===== src/rtl/core/uer_pkg.sv =====
`default_nettype none

package uer_pkg;

  localparam int unsigned NumChannelsDefault = 4;

  localparam int unsigned ChanW    = 2;
  localparam int unsigned EchoW    = 4;
  localparam int unsigned TickW    = 8;
  localparam int unsigned CountW   = 16;
  localparam int unsigned TimeoutW = 13;
  localparam int unsigned SpeedW   = 9;
  localparam int unsigned DistW    = 14;

  // distance = floor(count * speed / 200) = floor(floor(count * speed / 8) / 25)
  // the divide by 25 is a multiply by ceil(2^27 / 25) and a shift by 27,
  // exact for every dividend below 2^22
  localparam int unsigned ProdW       = CountW + SpeedW;
  localparam int unsigned PreShift    = 3;
  localparam int unsigned HalvedW     = ProdW - PreShift;
  localparam int unsigned RecipW      = 23;
  localparam int unsigned RecipShift  = 27;
  localparam int unsigned RecipProdW  = HalvedW + RecipW;
  localparam int unsigned QuotW       = RecipProdW - RecipShift;
  localparam logic [RecipW-1:0] RecipMul = 23'd5368710;

  localparam logic [TickW-1:0]    TriggerTicksRst  = 8'd20;
  localparam logic [TickW-1:0]    TicksPerCountRst = 8'd10;
  localparam logic [TimeoutW-1:0] TimeoutRst       = 13'd3800;
  localparam logic [SpeedW-1:0]   SpeedRst         = 9'd346;

  localparam logic [CountW-1:0] CountMax = '1;
  localparam logic [DistW-1:0]  DistMax  = '1;

  typedef enum logic [1:0] {
    PhIdle,
    PhTrig,
    PhWait,
    PhMeas
  } phase_e;

  typedef enum logic [1:0] {
    RegTriggerTicks,
    RegTicksPerCount,
    RegTimeoutCounts,
    RegSoundSpeed
  } reg_idx_e;

  typedef struct packed {
    logic [TickW-1:0]    trigger_ticks;
    logic [TickW-1:0]    ticks_per_count;
    logic [TimeoutW-1:0] timeout_counts;
    logic [SpeedW-1:0]   sound_speed;
  } cfg_t;

  typedef struct packed {
    logic [EchoW-1:0] trig;
    logic             busy;
    logic             done;
    logic             tmo;
  } flags_t;

  typedef struct packed {
    flags_t            flags;
    logic [CountW-1:0] count;
  } step_t;

endpackage

`default_nettype wire


===== src/rtl/core/ultrasonic_echo_ranger.sv =====
`default_nettype none

// Four-channel ultrasonic echo-pulse rangefinder. Feed one item per 1 us tick
// on the slave stream: tuser is the start flag, tdata carries the requested
// channel and the four echo pin levels. A start (ignored while busy or for a
// channel at or above NumChannels) drives that channel's trigger line for
// trigger_ticks ticks, then the block waits for the echo to rise and counts
// units of ticks_per_count ticks while it stays high. On the tick the echo
// falls, the result item carries done, and the range in millimeters =
// floor(count * sound_speed / 200), or zero with timed_out when the count
// reached timeout_counts. Every item gives exactly one result item showing
// the state after that tick. Throughput is one item per clock while the
// master side takes results; one register per pipeline stage: input register,
// sequencer step, count-by-speed multiply, reciprocal multiply for the divide
// by 200, and the output register. Both stream sides may stall freely; the
// pipeline holds each stage until the next one frees. Registers sit on the APB
// port at byte addresses 0, 4, 8 and 12 and should be written only while no
// items are in flight.
module ultrasonic_echo_ranger #(
  parameter int unsigned NumChannels = uer_pkg::NumChannelsDefault
) (
  input  wire logic        clk_i,
  input  wire logic        rst_ni,
  // slave stream
  input  wire logic        s_axis_tvalid,
  output logic             s_axis_tready,
  input  wire logic [7:0]  s_axis_tdata,   // [1:0] channel, [5:2] echo_levels, zero pad
  input  wire logic        s_axis_tuser,   // [0] action (start request)
  // master stream
  output logic             m_axis_tvalid,
  input  wire logic        m_axis_tready,
  output logic [23:0]      m_axis_tdata,   // [3:0] trigger_lines, [4] busy_res,
                                           // [5] done_res, [6] timed_out,
                                           // [20:7] range_mm, zero pad
  // configuration
  input  wire logic        psel,
  input  wire logic        penable,
  input  wire logic        pwrite,
  input  wire logic [3:0]  paddr,
  input  wire logic [31:0] pwdata,
  output logic [31:0]      prdata,
  output logic             pready
);

  // ---------------------------------------------------------------------------
  // configuration registers
  // ---------------------------------------------------------------------------
  uer_pkg::cfg_t     cfg_q;
  uer_pkg::reg_idx_e reg_idx;
  logic              cfg_wr;

  assign pready  = 1'b1;
  assign reg_idx = uer_pkg::reg_idx_e'(paddr[3:2]);
  assign cfg_wr  = psel && penable && pwrite;

  always_ff @(posedge clk_i or negedge rst_ni) begin
    if (!rst_ni) begin
      cfg_q.trigger_ticks   <= uer_pkg::TriggerTicksRst;
      cfg_q.ticks_per_count <= uer_pkg::TicksPerCountRst;
      cfg_q.timeout_counts  <= uer_pkg::TimeoutRst;
      cfg_q.sound_speed     <= uer_pkg::SpeedRst;
    end else if (cfg_wr) begin
      case (reg_idx)
        uer_pkg::RegTriggerTicks:  cfg_q.trigger_ticks   <= pwdata[7:0];
        uer_pkg::RegTicksPerCount: cfg_q.ticks_per_count <= pwdata[7:0];
        uer_pkg::RegTimeoutCounts: cfg_q.timeout_counts  <= pwdata[12:0];
        uer_pkg::RegSoundSpeed:    cfg_q.sound_speed     <= pwdata[8:0];
        default: ;
      endcase
    end
  end

  always_comb begin
    case (reg_idx)
      uer_pkg::RegTriggerTicks:  prdata = {24'd0, cfg_q.trigger_ticks};
      uer_pkg::RegTicksPerCount: prdata = {24'd0, cfg_q.ticks_per_count};
      uer_pkg::RegTimeoutCounts: prdata = {19'd0, cfg_q.timeout_counts};
      uer_pkg::RegSoundSpeed:    prdata = {23'd0, cfg_q.sound_speed};
      default:                   prdata = '0;
    endcase
  end

  // ---------------------------------------------------------------------------
  // pipeline flow control: a stage loads when it is empty or its item moves on
  // ---------------------------------------------------------------------------
  logic v0_q, v1_q, v2_q, v3_q, vo_q;
  logic rdy0, rdy1, rdy2, rdy3, rdyo;

  assign rdyo = !vo_q || m_axis_tready;
  assign rdy3 = !v3_q || rdyo;
  assign rdy2 = !v2_q || rdy3;
  assign rdy1 = !v1_q || rdy2;
  assign rdy0 = !v0_q || rdy1;

  assign s_axis_tready = rdy0;
  assign m_axis_tvalid = vo_q;

  always_ff @(posedge clk_i or negedge rst_ni) begin
    if (!rst_ni) begin
      v0_q <= 1'b0;
      v1_q <= 1'b0;
      v2_q <= 1'b0;
      v3_q <= 1'b0;
      vo_q <= 1'b0;
    end else begin
      if (rdy0) v0_q <= s_axis_tvalid;
      if (rdy1) v1_q <= v0_q;
      if (rdy2) v2_q <= v1_q;
      if (rdy3) v3_q <= v2_q;
      if (rdyo) vo_q <= v3_q;
    end
  end

  // ---------------------------------------------------------------------------
  // stage 0: input register
  // ---------------------------------------------------------------------------
  logic                        in_action_q;
  logic [uer_pkg::ChanW-1:0]   in_chan_q;
  logic [uer_pkg::EchoW-1:0]   in_echo_q;

  always_ff @(posedge clk_i) begin
    if (rdy0 && s_axis_tvalid) begin
      in_action_q <= s_axis_tuser;
      in_chan_q   <= s_axis_tdata[1:0];
      in_echo_q   <= s_axis_tdata[5:2];
    end
  end

  // ---------------------------------------------------------------------------
  // stage 1: measurement sequencer steps once per tick
  // ---------------------------------------------------------------------------
  uer_pkg::step_t step;
  uer_pkg::step_t s1_q;
  logic           seq_step;

  assign seq_step = rdy1 && v0_q;

  uer_seq #(
    .NumChannels (NumChannels)
  ) u_seq (
    .clk_i         (clk_i),
    .rst_ni        (rst_ni),
    .step_i        (seq_step),
    .action_i      (in_action_q),
    .channel_i     (in_chan_q),
    .echo_levels_i (in_echo_q),
    .cfg_i         (cfg_q),
    .step_o        (step)
  );

  always_ff @(posedge clk_i) begin
    if (seq_step) begin
      s1_q <= step;
    end
  end

  // ---------------------------------------------------------------------------
  // stage 2: count times speed of sound
  // ---------------------------------------------------------------------------
  uer_pkg::flags_t               s2_flags_q;
  logic [uer_pkg::ProdW-1:0]     prod_d, prod_q;

  assign prod_d = {{uer_pkg::SpeedW{1'b0}}, s1_q.count}
                * {{uer_pkg::CountW{1'b0}}, cfg_q.sound_speed};

  always_ff @(posedge clk_i) begin
    if (rdy2 && v1_q) begin
      s2_flags_q <= s1_q.flags;
      prod_q     <= prod_d;
    end
  end

  // ---------------------------------------------------------------------------
  // stage 3: divide by 200 as a shift by 3 and a reciprocal multiply for 25
  // ---------------------------------------------------------------------------
  uer_pkg::flags_t                 s3_flags_q;
  logic [uer_pkg::RecipProdW-1:0]  recip_d;
  logic [uer_pkg::QuotW-1:0]       quot_q;

  assign recip_d = {{uer_pkg::RecipW{1'b0}}, prod_q[uer_pkg::ProdW-1:uer_pkg::PreShift]}
                 * {{uer_pkg::HalvedW{1'b0}}, uer_pkg::RecipMul};

  always_ff @(posedge clk_i) begin
    if (rdy3 && v2_q) begin
      s3_flags_q <= s2_flags_q;
      quot_q     <= recip_d[uer_pkg::RecipProdW-1:uer_pkg::RecipShift];
    end
  end

  // ---------------------------------------------------------------------------
  // output stage: saturate, hold the last distance, result register
  // ---------------------------------------------------------------------------
  uer_pkg::flags_t             out_flags_q;
  logic [uer_pkg::DistW-1:0]   out_dist_q;
  logic [uer_pkg::DistW-1:0]   last_dist_q;
  logic [uer_pkg::DistW-1:0]   dist_new;
  logic [uer_pkg::DistW-1:0]   dist_out;
  logic                        out_load;

  assign out_load = rdyo && v3_q;

  always_comb begin
    if (s3_flags_q.tmo) begin
      dist_new = '0;
    end else if (quot_q > {{(uer_pkg::QuotW-uer_pkg::DistW){1'b0}}, uer_pkg::DistMax}) begin
      dist_new = uer_pkg::DistMax;
    end else begin
      dist_new = quot_q[uer_pkg::DistW-1:0];
    end
    dist_out = s3_flags_q.done ? dist_new : last_dist_q;
  end

  always_ff @(posedge clk_i or negedge rst_ni) begin
    if (!rst_ni) begin
      last_dist_q <= '0;
    end else if (out_load && s3_flags_q.done) begin
      last_dist_q <= dist_new;
    end
  end

  always_ff @(posedge clk_i) begin
    if (out_load) begin
      out_flags_q <= s3_flags_q;
      out_dist_q  <= dist_out;
    end
  end

  assign m_axis_tdata = {3'b000, out_dist_q, out_flags_q.tmo, out_flags_q.done,
                         out_flags_q.busy, out_flags_q.trig};

  // ---------------------------------------------------------------------------
  // assertions
  // ---------------------------------------------------------------------------
  // a finished measurement returns the sequencer to idle on the same tick
  assert property (@(posedge clk_i) disable iff (!rst_ni)
    vo_q && out_flags_q.done |-> !out_flags_q.busy)
    else $error("done reported while still busy");

  // timeout is only flagged together with done and always gives zero distance
  assert property (@(posedge clk_i) disable iff (!rst_ni)
    vo_q && out_flags_q.tmo |-> out_flags_q.done && (out_dist_q == '0))
    else $error("timeout without done or with nonzero distance");

  // at most one trigger line, and only while busy
  assert property (@(posedge clk_i) disable iff (!rst_ni)
    vo_q |-> $onehot0(out_flags_q.trig) && (out_flags_q.busy || out_flags_q.trig == '0))
    else $error("bad trigger drive");

  // distance changes only on a done item
  assert property (@(posedge clk_i) disable iff (!rst_ni)
    out_load && !s3_flags_q.done |=> out_dist_q == $past(last_dist_q))
    else $error("distance changed without a finished measurement");

  // the sequencer steps only when stage 1 can take its result
  assert property (@(posedge clk_i) disable iff (!rst_ni)
    seq_step |-> v0_q && (!v1_q || rdy2))
    else $error("sequencer stepped on a stalled stage");

endmodule

`default_nettype wire


===== src/rtl/core/uer_seq.sv =====
`default_nettype none

module uer_seq #(
  parameter int unsigned NumChannels = uer_pkg::NumChannelsDefault
) (
  input  wire logic                        clk_i,
  input  wire logic                        rst_ni,
  input  wire logic                        step_i,
  input  wire logic                        action_i,
  input  wire logic [uer_pkg::ChanW-1:0]   channel_i,
  input  wire logic [uer_pkg::EchoW-1:0]   echo_levels_i,
  input  wire uer_pkg::cfg_t               cfg_i,
  output uer_pkg::step_t                   step_o
);

  uer_pkg::phase_e                phase_q, phase_d;
  logic [uer_pkg::ChanW-1:0]      chan_q, chan_d;
  logic [uer_pkg::TickW-1:0]      tick_q, tick_d;
  logic [uer_pkg::CountW-1:0]     count_q, count_d;
  logic [uer_pkg::TickW-1:0]      tick_inc;
  logic                           echo;
  logic                           chan_ok;
  logic                           done;
  logic                           tmo;

  assign tick_inc = tick_q + 8'd1;
  assign echo     = echo_levels_i[chan_q];
  assign chan_ok  = (int'(channel_i) < NumChannels);

  always_ff @(posedge clk_i or negedge rst_ni) begin
    if (!rst_ni) begin
      phase_q <= uer_pkg::PhIdle;
      chan_q  <= '0;
      tick_q  <= '0;
      count_q <= '0;
    end else if (step_i) begin
      phase_q <= phase_d;
      chan_q  <= chan_d;
      tick_q  <= tick_d;
      count_q <= count_d;
    end
  end

  always_comb begin
    phase_d = phase_q;
    chan_d  = chan_q;
    tick_d  = tick_q;
    count_d = count_q;
    done    = 1'b0;
    tmo     = 1'b0;
    case (phase_q)
      uer_pkg::PhIdle: begin
        if (action_i && chan_ok) begin
          chan_d  = channel_i;
          tick_d  = 8'd1;
          phase_d = uer_pkg::PhTrig;
        end
      end
      uer_pkg::PhTrig: begin
        // a width of zero ends the pulse after one tick, like a width of one
        if (tick_q >= cfg_i.trigger_ticks) begin
          tick_d  = '0;
          phase_d = uer_pkg::PhWait;
        end else begin
          tick_d = tick_inc;
        end
      end
      uer_pkg::PhWait: begin
        if (echo) begin
          count_d = '0;
          tick_d  = '0;
          phase_d = uer_pkg::PhMeas;
        end
      end
      uer_pkg::PhMeas: begin
        if (echo) begin
          if (tick_inc >= cfg_i.ticks_per_count) begin
            tick_d = '0;
            if (count_q != uer_pkg::CountMax) begin
              count_d = count_q + 16'd1;
            end
          end else begin
            tick_d = tick_inc;
          end
        end else begin
          done    = 1'b1;
          tmo     = (count_q >= {3'b000, cfg_i.timeout_counts});
          tick_d  = '0;
          phase_d = uer_pkg::PhIdle;
        end
      end
      default: begin
        phase_d = uer_pkg::PhIdle;
      end
    endcase
  end

  always_comb begin
    step_o.flags.trig = (phase_d == uer_pkg::PhTrig)
                        ? ({{(uer_pkg::EchoW-1){1'b0}}, 1'b1} << chan_d) : '0;
    step_o.flags.busy = (phase_d != uer_pkg::PhIdle);
    step_o.flags.done = done;
    step_o.flags.tmo  = tmo;
    step_o.count      = count_d;
  end

endmodule

`default_nettype wire

===== config.mk =====
export PLATFORM = sky130hd
export DESIGN_NAME = ultrasonic_echo_ranger
export DESIGN_NICKNAME = d
export VERILOG_FILES = /design/src/rtl/core/uer_pkg.sv /design/src/rtl/core/ultrasonic_echo_ranger.sv /design/src/rtl/core/uer_seq.sv
export SDC_FILE = /design/constraint.sdc
export NUM_CORES = 1
export LEC_CHECK = 0
export BUFFER_PORTS_ARGS = -buffer_cell sky130_fd_sc_hd__buf_4
export CAP_MARGIN = 30
export CORE_UTILIZATION = 64
export CTS_CLUSTER_DIAMETER = 30
export DETAILED_ROUTE_END_ITERATION = 12
export PLACE_DENSITY = 0.82
export SKIP_CTS_REPAIR_TIMING = 1
export SYNTH_ARGS = -nofsm -noshare
export SYNTH_HDL_FRONTEND = slang
export SYNTH_SLANG_ARGS = --single-unit

===== constraint.sdc =====
create_clock -name clk_i -period 8.4 [get_ports clk_i]
set_clock_uncertainty 0.15 [all_clocks]
set_input_delay 1.26 -clock clk_i [delete_from_list [all_inputs] [get_ports clk_i]]
set_output_delay 1.26 -clock clk_i [all_outputs]
set_load 0.1 [all_outputs]

==> results of run 1 <==
-- worst max-delay path, cell delays in order, from the launching register on --
cell	delay (ns)
edfxtp_1	0.65
ha_1	0.41
inv_1	0.11
fa_1	0.51
fa_1	0.52
inv_1	0.06
fa_1	0.57
fa_1	0.44
fa_1	0.49
inv_1	0.05
fa_1	0.49
inv_1	0.06
ha_1	0.34
nand4_1	0.16
o31ai_1	0.31
a41oi_1	0.10
o22ai_1	0.47
o21bai_1	0.16
a21boi_0	0.42
mux2i_1	0.27
nand2_1	0.11
-- worst max-delay path by stage --
stage	end	slack, ns
finish	quot_q[8]	1.27
global route	quot_q[8]	1.11
CTS	quot_q[8]	1.38
detailed placement	quot_q[14]	1.43
global placement	quot_q[14]	1.61
floorplan	quot_q[14]	2.34
-- metal layers --
layer / share of wire [%] / vias up / global-route usage (%)
li1: - / 6805 / -
met1: 41 / 7340 / 36.5
met2: 51 / 433 / 51.0
met3: 5.6 / 89 / 5.65
met4: 2.6 / 0 / 9.31
met5: 0 / - / 0
-- stage by stage --
stage / util (%) / hold WS, ns
2_1_floorplan: - / 0.250
3_3_place_gp: 68.2 / 0.252
6_report: 70.0 / 0.272
4_1_cts: 70.0 / 0.273
5_1_grt: 70.0 / 0.280
3_5_place_dp: 68.3 / 0.255
-- cell families after synthesis --
family                   after synthesis  share of synthesized area (%)
AND/OR/NAND/NOR                      450                           10.0
flip-flops                           190                           24.5
other                                  2                         0.0347
multiplexers                          66                           3.86
buffers and inverters                516                           9.37
XOR/XNOR                              37                           1.50
AO/OA/AOI/OAI                        232                           7.02
adder cells (fa/ha/maj)              588                           43.7
-- layout make-up --
cell class | instances | area (um^2)
Clock buffer | 17 | 425
Clock inverter | 15 | 150
Fill cell | 2389 | 9850
Inverter | 445 | 1670
Multi-Input combinational cell | 1396 | 14400
Sequential cell | 190 | 5300
Tap cell | 442 | 553
Timing Repair Buffer | 70 | 546
-- sequential cells by signal (all words and copies together), names as in the netlist --
signal and cells:
out_dist_q 14, in_action_q 1, cfg_q 38, m_axis_tdata 7
v0_q 1, s1_q 23, s2_flags_q 7, u_seq.count_q 16
v1_q 1, last_dist_q 14, in_echo_q 4, v2_q 1
v3_q 1, m_axis_tvalid 1, prod_q 22, u_seq.chan_q 2
s3_flags_q 7, quot_q 18, u_seq.phase_q 2, in_chan_q 2
u_seq.tick_q 8
-- placed cells by master (no fill, tap or decap), drive strengths merged, types with 5 or more instances in the layout --
cell type	instances
a31oi	12
xnor2	27
o31ai	7
inv	451
dfstp	16
nand2b	12
nor3b	6
mux2i	9
ha	311
nor2	82
a21oi	49
and2	71
and3	10
nand3	37
o21bai	6
mux2	48
a21o	19
nand4	11
dfrtp	69
nand2	161
nor4	6
a211oi	12
clkinv	8
fa	277
o21a	8
xor2	10
nor2b	10
nor3	25
edfxtp	105
o21ai	69
conb	23
or3	6
buf	70
mux4	9
or2	5
o211ai	8
clkbuf	17
==> impl_metrics.py, run 1 <==
metrics = {
    "status": {
        "status": "finished clean",
    },
    "worst_hold_path": {
        "worstHoldEndpoint": "s2_flags_q[1]",
        "worstHoldPathType": "reg -> reg",
        "min-delay-start": "s1_q[17]",
        "min_path_cells": 0,
    },
    "synthesis": {
        "synth_top_area_cell": "fa_1",
        "synthArstFlopShare_pct": 44.7,
        "ys_ff_latch": 190,
        "synth.area.top_cells": "fa_1 26%, ha_1 18%, edfxtp_1 15%, dfrtp_1 8.0%, inv_1 7.7%",
        "synth_seq_area_share_pct": 24.5,
        "yosysUniqueCellTypes": 74,
        "synth-main-ff-cell": "edfxtp_1",
        "synth_top_cell_area_share_pct": 25.7,
        "synth_common_cells": "445 x inv_1, 311 x ha_1, 277 x fa_1",
        "syn-cell-area_um2": 21600,
        "netlist_instances": 2081,
        "yosysWarningCount": 0,
        "synth_edf_count": 105,
        "post-synth-top-count-cell": "inv_1",
        "avgSynthCellArea_um2": 10.4,
    },
    "clock_tree": {
        "cts_tree": "done",
        "clock-root-buffer": "clkbuf_16",
        "clk_pin_slew_ns": 0.08,
        "clock_sinks": 190,
        "cts_buffers": 17,
        "insertion_delay_ns": 0.45,
        "clock_path_buffers": 2,
        "ctsHtreeMaxLevel": 4,
    },
    "job": {
        "drv_cap": 0,
    },
    "global_routing": {
        "grt_pass1_wl_mm": 77.5,
        "antenna_found_initial": 0,
        "grt_max_degree": 44,
        "grtUsageTotal_pct": 29.2,
        "grt_pass1_vias": 15700,
        "overflow": 0,
    },
    "floorplanning": {
        "die_height_um": 186,
        "die_width_um": 186,
        "core_um2": 32900,
        "io_pins": 111,
        "start_util_pct": 65.8,
        "rows": 66,
        "dieArea_um2": 34500,
    },
    "timing": {
        "setup_slack_ns": 1.27,
        "tightest_slew_ns": 0.861,
        "rsz0062_at_grt": "false",
        "fin_tns_setup_ns": 0,
        "post-route-period-util_pct": 84.9,
        "timing.fmax_ghz": 0.140,
        "slew_violations": 0,
        "min_period_ns": 7.13,
        "finalHoldViolations": 0,
        "slew_headroom_pct": 42.2,
        "setup_viol": 0,
    },
    "worst_setup_path": {
        "r2r_slack_ns": 1.27,
        "startpoint_type": "flip-flop",
        "crit_path_end_kind": "flip-flop",
        "crit_type": "reg -> reg",
        "startpoint": "prod_q[18]",
        "worstReg2RegEnd": "quot_q[8]",
        "timing.rr.start": "prod_q[18]",
        "cp_max_fo": 8,
        "reg2regPathDepth": 20,
        "arrival_ns": 7.16,
        "crit_required_ns": 8.43,
    },
    "route": {
        "vias_per_cell": 5.70,
        "wirelength_mm": 46.8,
        "vias": 14700,
        "wl_per_cell_um": 18.2,
        "dr.pass1.iters": 5,
        "route.detailed.drc": 0,
        "final_antenna_net_count": 0,
        "drt_iter0_drc": 855,
    },
    "cells_and_area": {
        "nets": 2760,
        "num_antenna_cells": 0,
        "drive_gt1_share_pct": 9.14,
        "post_layout_nonfiller_instances": 2575,
        "area_growth_pct": 6.48,
        "postLayoutCellArea_um2": 23000,
    },
    "place": {
        "place.gp.congestion": 0.965,
        "post-place-ws_ns": 1.43,
        "post_dp_cell_area_um2": 22400,
        "hpwl_mm": 37.7,
        "dp_cells": 2543,
        "port_buffers": 64,
    },
}
Power of run 1 is left out: the tool's default activity adds up to more than one toggle a clock period on the data nets, which glitch-free logic cannot reach.
==> run 2: changes to the inputs <==
--- a/config.mk
+++ b/config.mk
@@ -5,12 +5,13 @@
 export SDC_FILE = /design/constraint.sdc
 export NUM_CORES = 1
 export LEC_CHECK = 0
+export ABC_AREA = 1
 export BUFFER_PORTS_ARGS = -buffer_cell sky130_fd_sc_hd__buf_4
 export CAP_MARGIN = 30
-export CORE_UTILIZATION = 64
+export CORE_UTILIZATION = 58
 export CTS_CLUSTER_DIAMETER = 30
 export DETAILED_ROUTE_END_ITERATION = 12
-export PLACE_DENSITY = 0.82
+export PLACE_DENSITY = 0.78
 export SKIP_CTS_REPAIR_TIMING = 1
 export SYNTH_ARGS = -nofsm -noshare
 export SYNTH_HDL_FRONTEND = slang
==> constraint.sdc (replaced) <==
create_clock -name clk_i -period 6.05 [get_ports clk_i]
set_clock_uncertainty 0.15 [all_clocks]
set_input_delay 0.9075 -clock clk_i [delete_from_list [all_inputs] [get_ports clk_i]]
set_output_delay 0.9075 -clock clk_i [all_outputs]
set_load 0.1 [all_outputs]
==> impl_metrics.py, run 2 <==
metrics = {
    "synthesis": {
        "syn-cell-area_um2": 22800,
        "synth_common_cells": "621 x inv_1, 547 x nand2_1, 311 x ha_1",
        "synth_top_cell_area_share_pct": 24.3,
        "yosysUniqueCellTypes": 50,
        "synth_edf_count": 105,
        "synthArstFlopShare_pct": 44.7,
        "synth_top_area_cell": "fa_1",
        "synth-main-ff-cell": "edfxtp_1",
        "post-synth-top-count-cell": "inv_1",
        "synth.area.top_cells": "fa_1 24%, ha_1 17%, edfxtp_1 14%, inv_1 10%, nand2_1 9.0%",
        "netlist_instances": 2621,
        "yosysWarningCount": 0,
        "avgSynthCellArea_um2": 8.71,
        "synth_seq_area_share_pct": 23.2,
        "ys_ff_latch": 190,
    },
    "worst_setup_path": {
        "startpoint": "prod_q[22]",
        "startpoint_type": "flip-flop",
        "cp_slowest_cell": "fa_1",
        "cp_top_family": "adder cells",
        "worstReg2RegEnd": "quot_q[10]",
        "cp_max_fo": 6,
        "arrival_ns": 5.95,
        "r2r_slack_ns": 0.15,
        "crit_type": "reg -> reg",
        "path_buf_inv": 3,
        "crit_required_ns": 6.10,
        "crit_path_end_kind": "flip-flop",
        "crit_chain": "ha_1, fa_1, inv_1, fa_1, inv_1, fa_1, fa_1, fa_1, ha_1, ha_1, nand2_1, inv_1, a21oi_1, o21ai_1, a31oi_1, nand3_1, xor2_1",
        "reg2regPathDepth": 17,
        "slowest_delay_ns": 0.58,
        "timing.rr.start": "prod_q[22]",
        "critical_path.most_common_cell": "fa_1",
    },
    "place": {
        "hpwl_mm": 45.6,
        "post-place-ws_ns": 0.0306,
        "dp_cells": 3180,
        "place.gp.congestion": 0.939,
        "port_buffers": 64,
    },
    "cells_and_area": {
        "post_layout_nonfiller_instances": 3242,
        "fill_cells": 3222,
        "drive_gt1_share_pct": 9.95,
        "biggestRegsByFlops": "cfg_q x38, s1_q x23, prod_q x22",
        "regMostFlops": "cfg_q",
        "num_antenna_cells": 0,
        "layout.cells.most_common": "inv_1",
        "layout_common_cells": "616 x inv_1, 539 x nand2_1, 303 x ha_1",
        "nets": 3351,
        "area_growth_pct": 9.33,
        "largest_reg_flops": 38,
    },
    "route": {
        "vias": 17500,
        "dr.pass1.iters": 5,
        "vias_per_cell": 5.38,
        "wl_per_cell_um": 17.1,
        "route.detailed.drc": 0,
        "final_antenna_net_count": 0,
        "drt_iter0_drc": 1022,
        "wirelength_mm": 55.4,
    },
    "floorplanning": {
        "die_width_um": 200,
        "io_pins": 111,
        "start_util_pct": 59.0,
        "rows": 72,
        "dieArea_um2": 40200,
        "core_um2": 38700,
        "die_height_um": 200,
    },
    "global_routing": {
        "overflow": 0,
        "grt_pass1_vias": 18100,
        "grt_pass1_wl_mm": 90.5,
        "grt_max_degree": 74,
        "antenna_found_initial": 0,
        "grtUsageTotal_pct": 28.4,
    },
    "clock_tree": {
        "clock_sinks": 190,
        "cts_buffers": 17,
        "insertion_delay_ns": 0.46,
        "cts_tree": "done",
        "clk_pin_slew_ns": 0.07,
        "clock_path_buffers": 2,
        "clock-root-buffer": "clkbuf_16",
        "ctsHtreeMaxLevel": 4,
    },
    "timing": {
        "rsz0062_at_grt": "true",
        "timing.fmax_ghz": 0.170,
        "setup_viol": 0,
        "slew_violations": 0,
        "post-route-period-util_pct": 97.4,
        "setup_slack_ns": 0.155,
        "finalHoldViolations": 0,
        "tightest_slew_ns": 0.923,
        "min_period_ns": 5.90,
        "slew_headroom_pct": 38.4,
    },
    "status": {
        "status": "finished clean",
    },
    "worst_hold_path": {
        "worstHoldPathType": "in -> async",
    },
    "job": {
        "drv_cap": 0,
    },
}
run 2: cell count changes after synthesis, sizes merged, moves of 12 or more:
| cell | before | now |
|---|---|---|
| a211oi | 12 | 0 |
| a21oi | 49 | 92 |
| and2 | 71 | 2 |
| inv | 445 | 627 |
| mux2 | 48 | 0 |
| nand2 | 161 | 556 |
| nand2b | 12 | 0 |
| nand3 | 37 | 70 |
| nand4 | 11 | 23 |
| nor2 | 82 | 123 |
| o21ai | 69 | 144 |
| xnor2 | 27 | 10 |
| xor2 | 10 | 28 |
run 2: area by class of cell:
cell class	instances	area, um^2	area share [%]
clock buffers	18	429	1.72
clock inverters	14	128	0.511
inverters	630	2360	9.47
multi-input cells	1744	15100	60.4
flip-flops and latches	190	5300	21.2
well taps	518	648	2.60
repair buffers	128	1020	4.08
run 2: through the flow:
stage | hold WS [ns] | utilization [%] | cell area, um^2 | setup TNS [ns]
finish | 0.133 | 64.5 | 25000 | 0
global placement | 0.255 | 61.7 | 23900 | 0
detailed placement | 0.255 | 61.7 | 23900 | 0
global route | 0.133 | 64.5 | 25000 | -0.159
floorplan | 0.250 | - | 22900 | 0
CTS | 0.128 | 63.2 | 24500 | 0
run 2: cells by family (layout without fill, tap and decap cells):
family	Yosys count	count (layout)	synth area share (%)
buffers and inverters	708	790	12.1
XOR/XNOR	38	38	1.46
AND/OR/NAND/NOR	809	809	14.8
other	2	23	0.0329
AO/OA/AOI/OAI	286	286	7.03
adder cells (fa/ha/maj)	588	588	41.3
flip-flops	190	190	23.2
run 2: how the worst max path moves through the flow:
stage	end	slack, ns	cells past startpoint
2_1_floorplan	quot_q[14]	0.54	21
6_report	quot_q[10]	0.15	17
3_3_place_gp	quot_q[14]	0.08	21
4_1_cts	quot_q[14]	0.02	21
5_1_grt	quot_q[14]	-0.03	18
3_5_place_dp	quot_q[14]	0.03	21
run 2: metal layers:
| metal | share of wire [%] | track usage (%) | vias to the layer above | wire, um |
|---|---|---|---|---|
| met5 | 0 | 0 | - | 0 |
| met4 | 2.5 | 8.37 | 0 | 1380 |
| met2 | 51 | 50.6 | 528 | 28500 |
| met1 | 41 | 36.4 | 8570 | 22900 |
| li1 | - | - | 8266 | - |
| met3 | 4.7 | 3.28 | 88 | 2610 |
run 2: worst register-to-register path: cells and delay by family, from the launching register on:
kind	cells	cell delay, ns
fa+ha+maj	8	3.66
compound gates	3	0.62
flops	1	0.54
simple gates	2	0.32
xor+xnor	1	0.18
buf+inv	3	0.17
Power of run 2 is left out for the same reason.
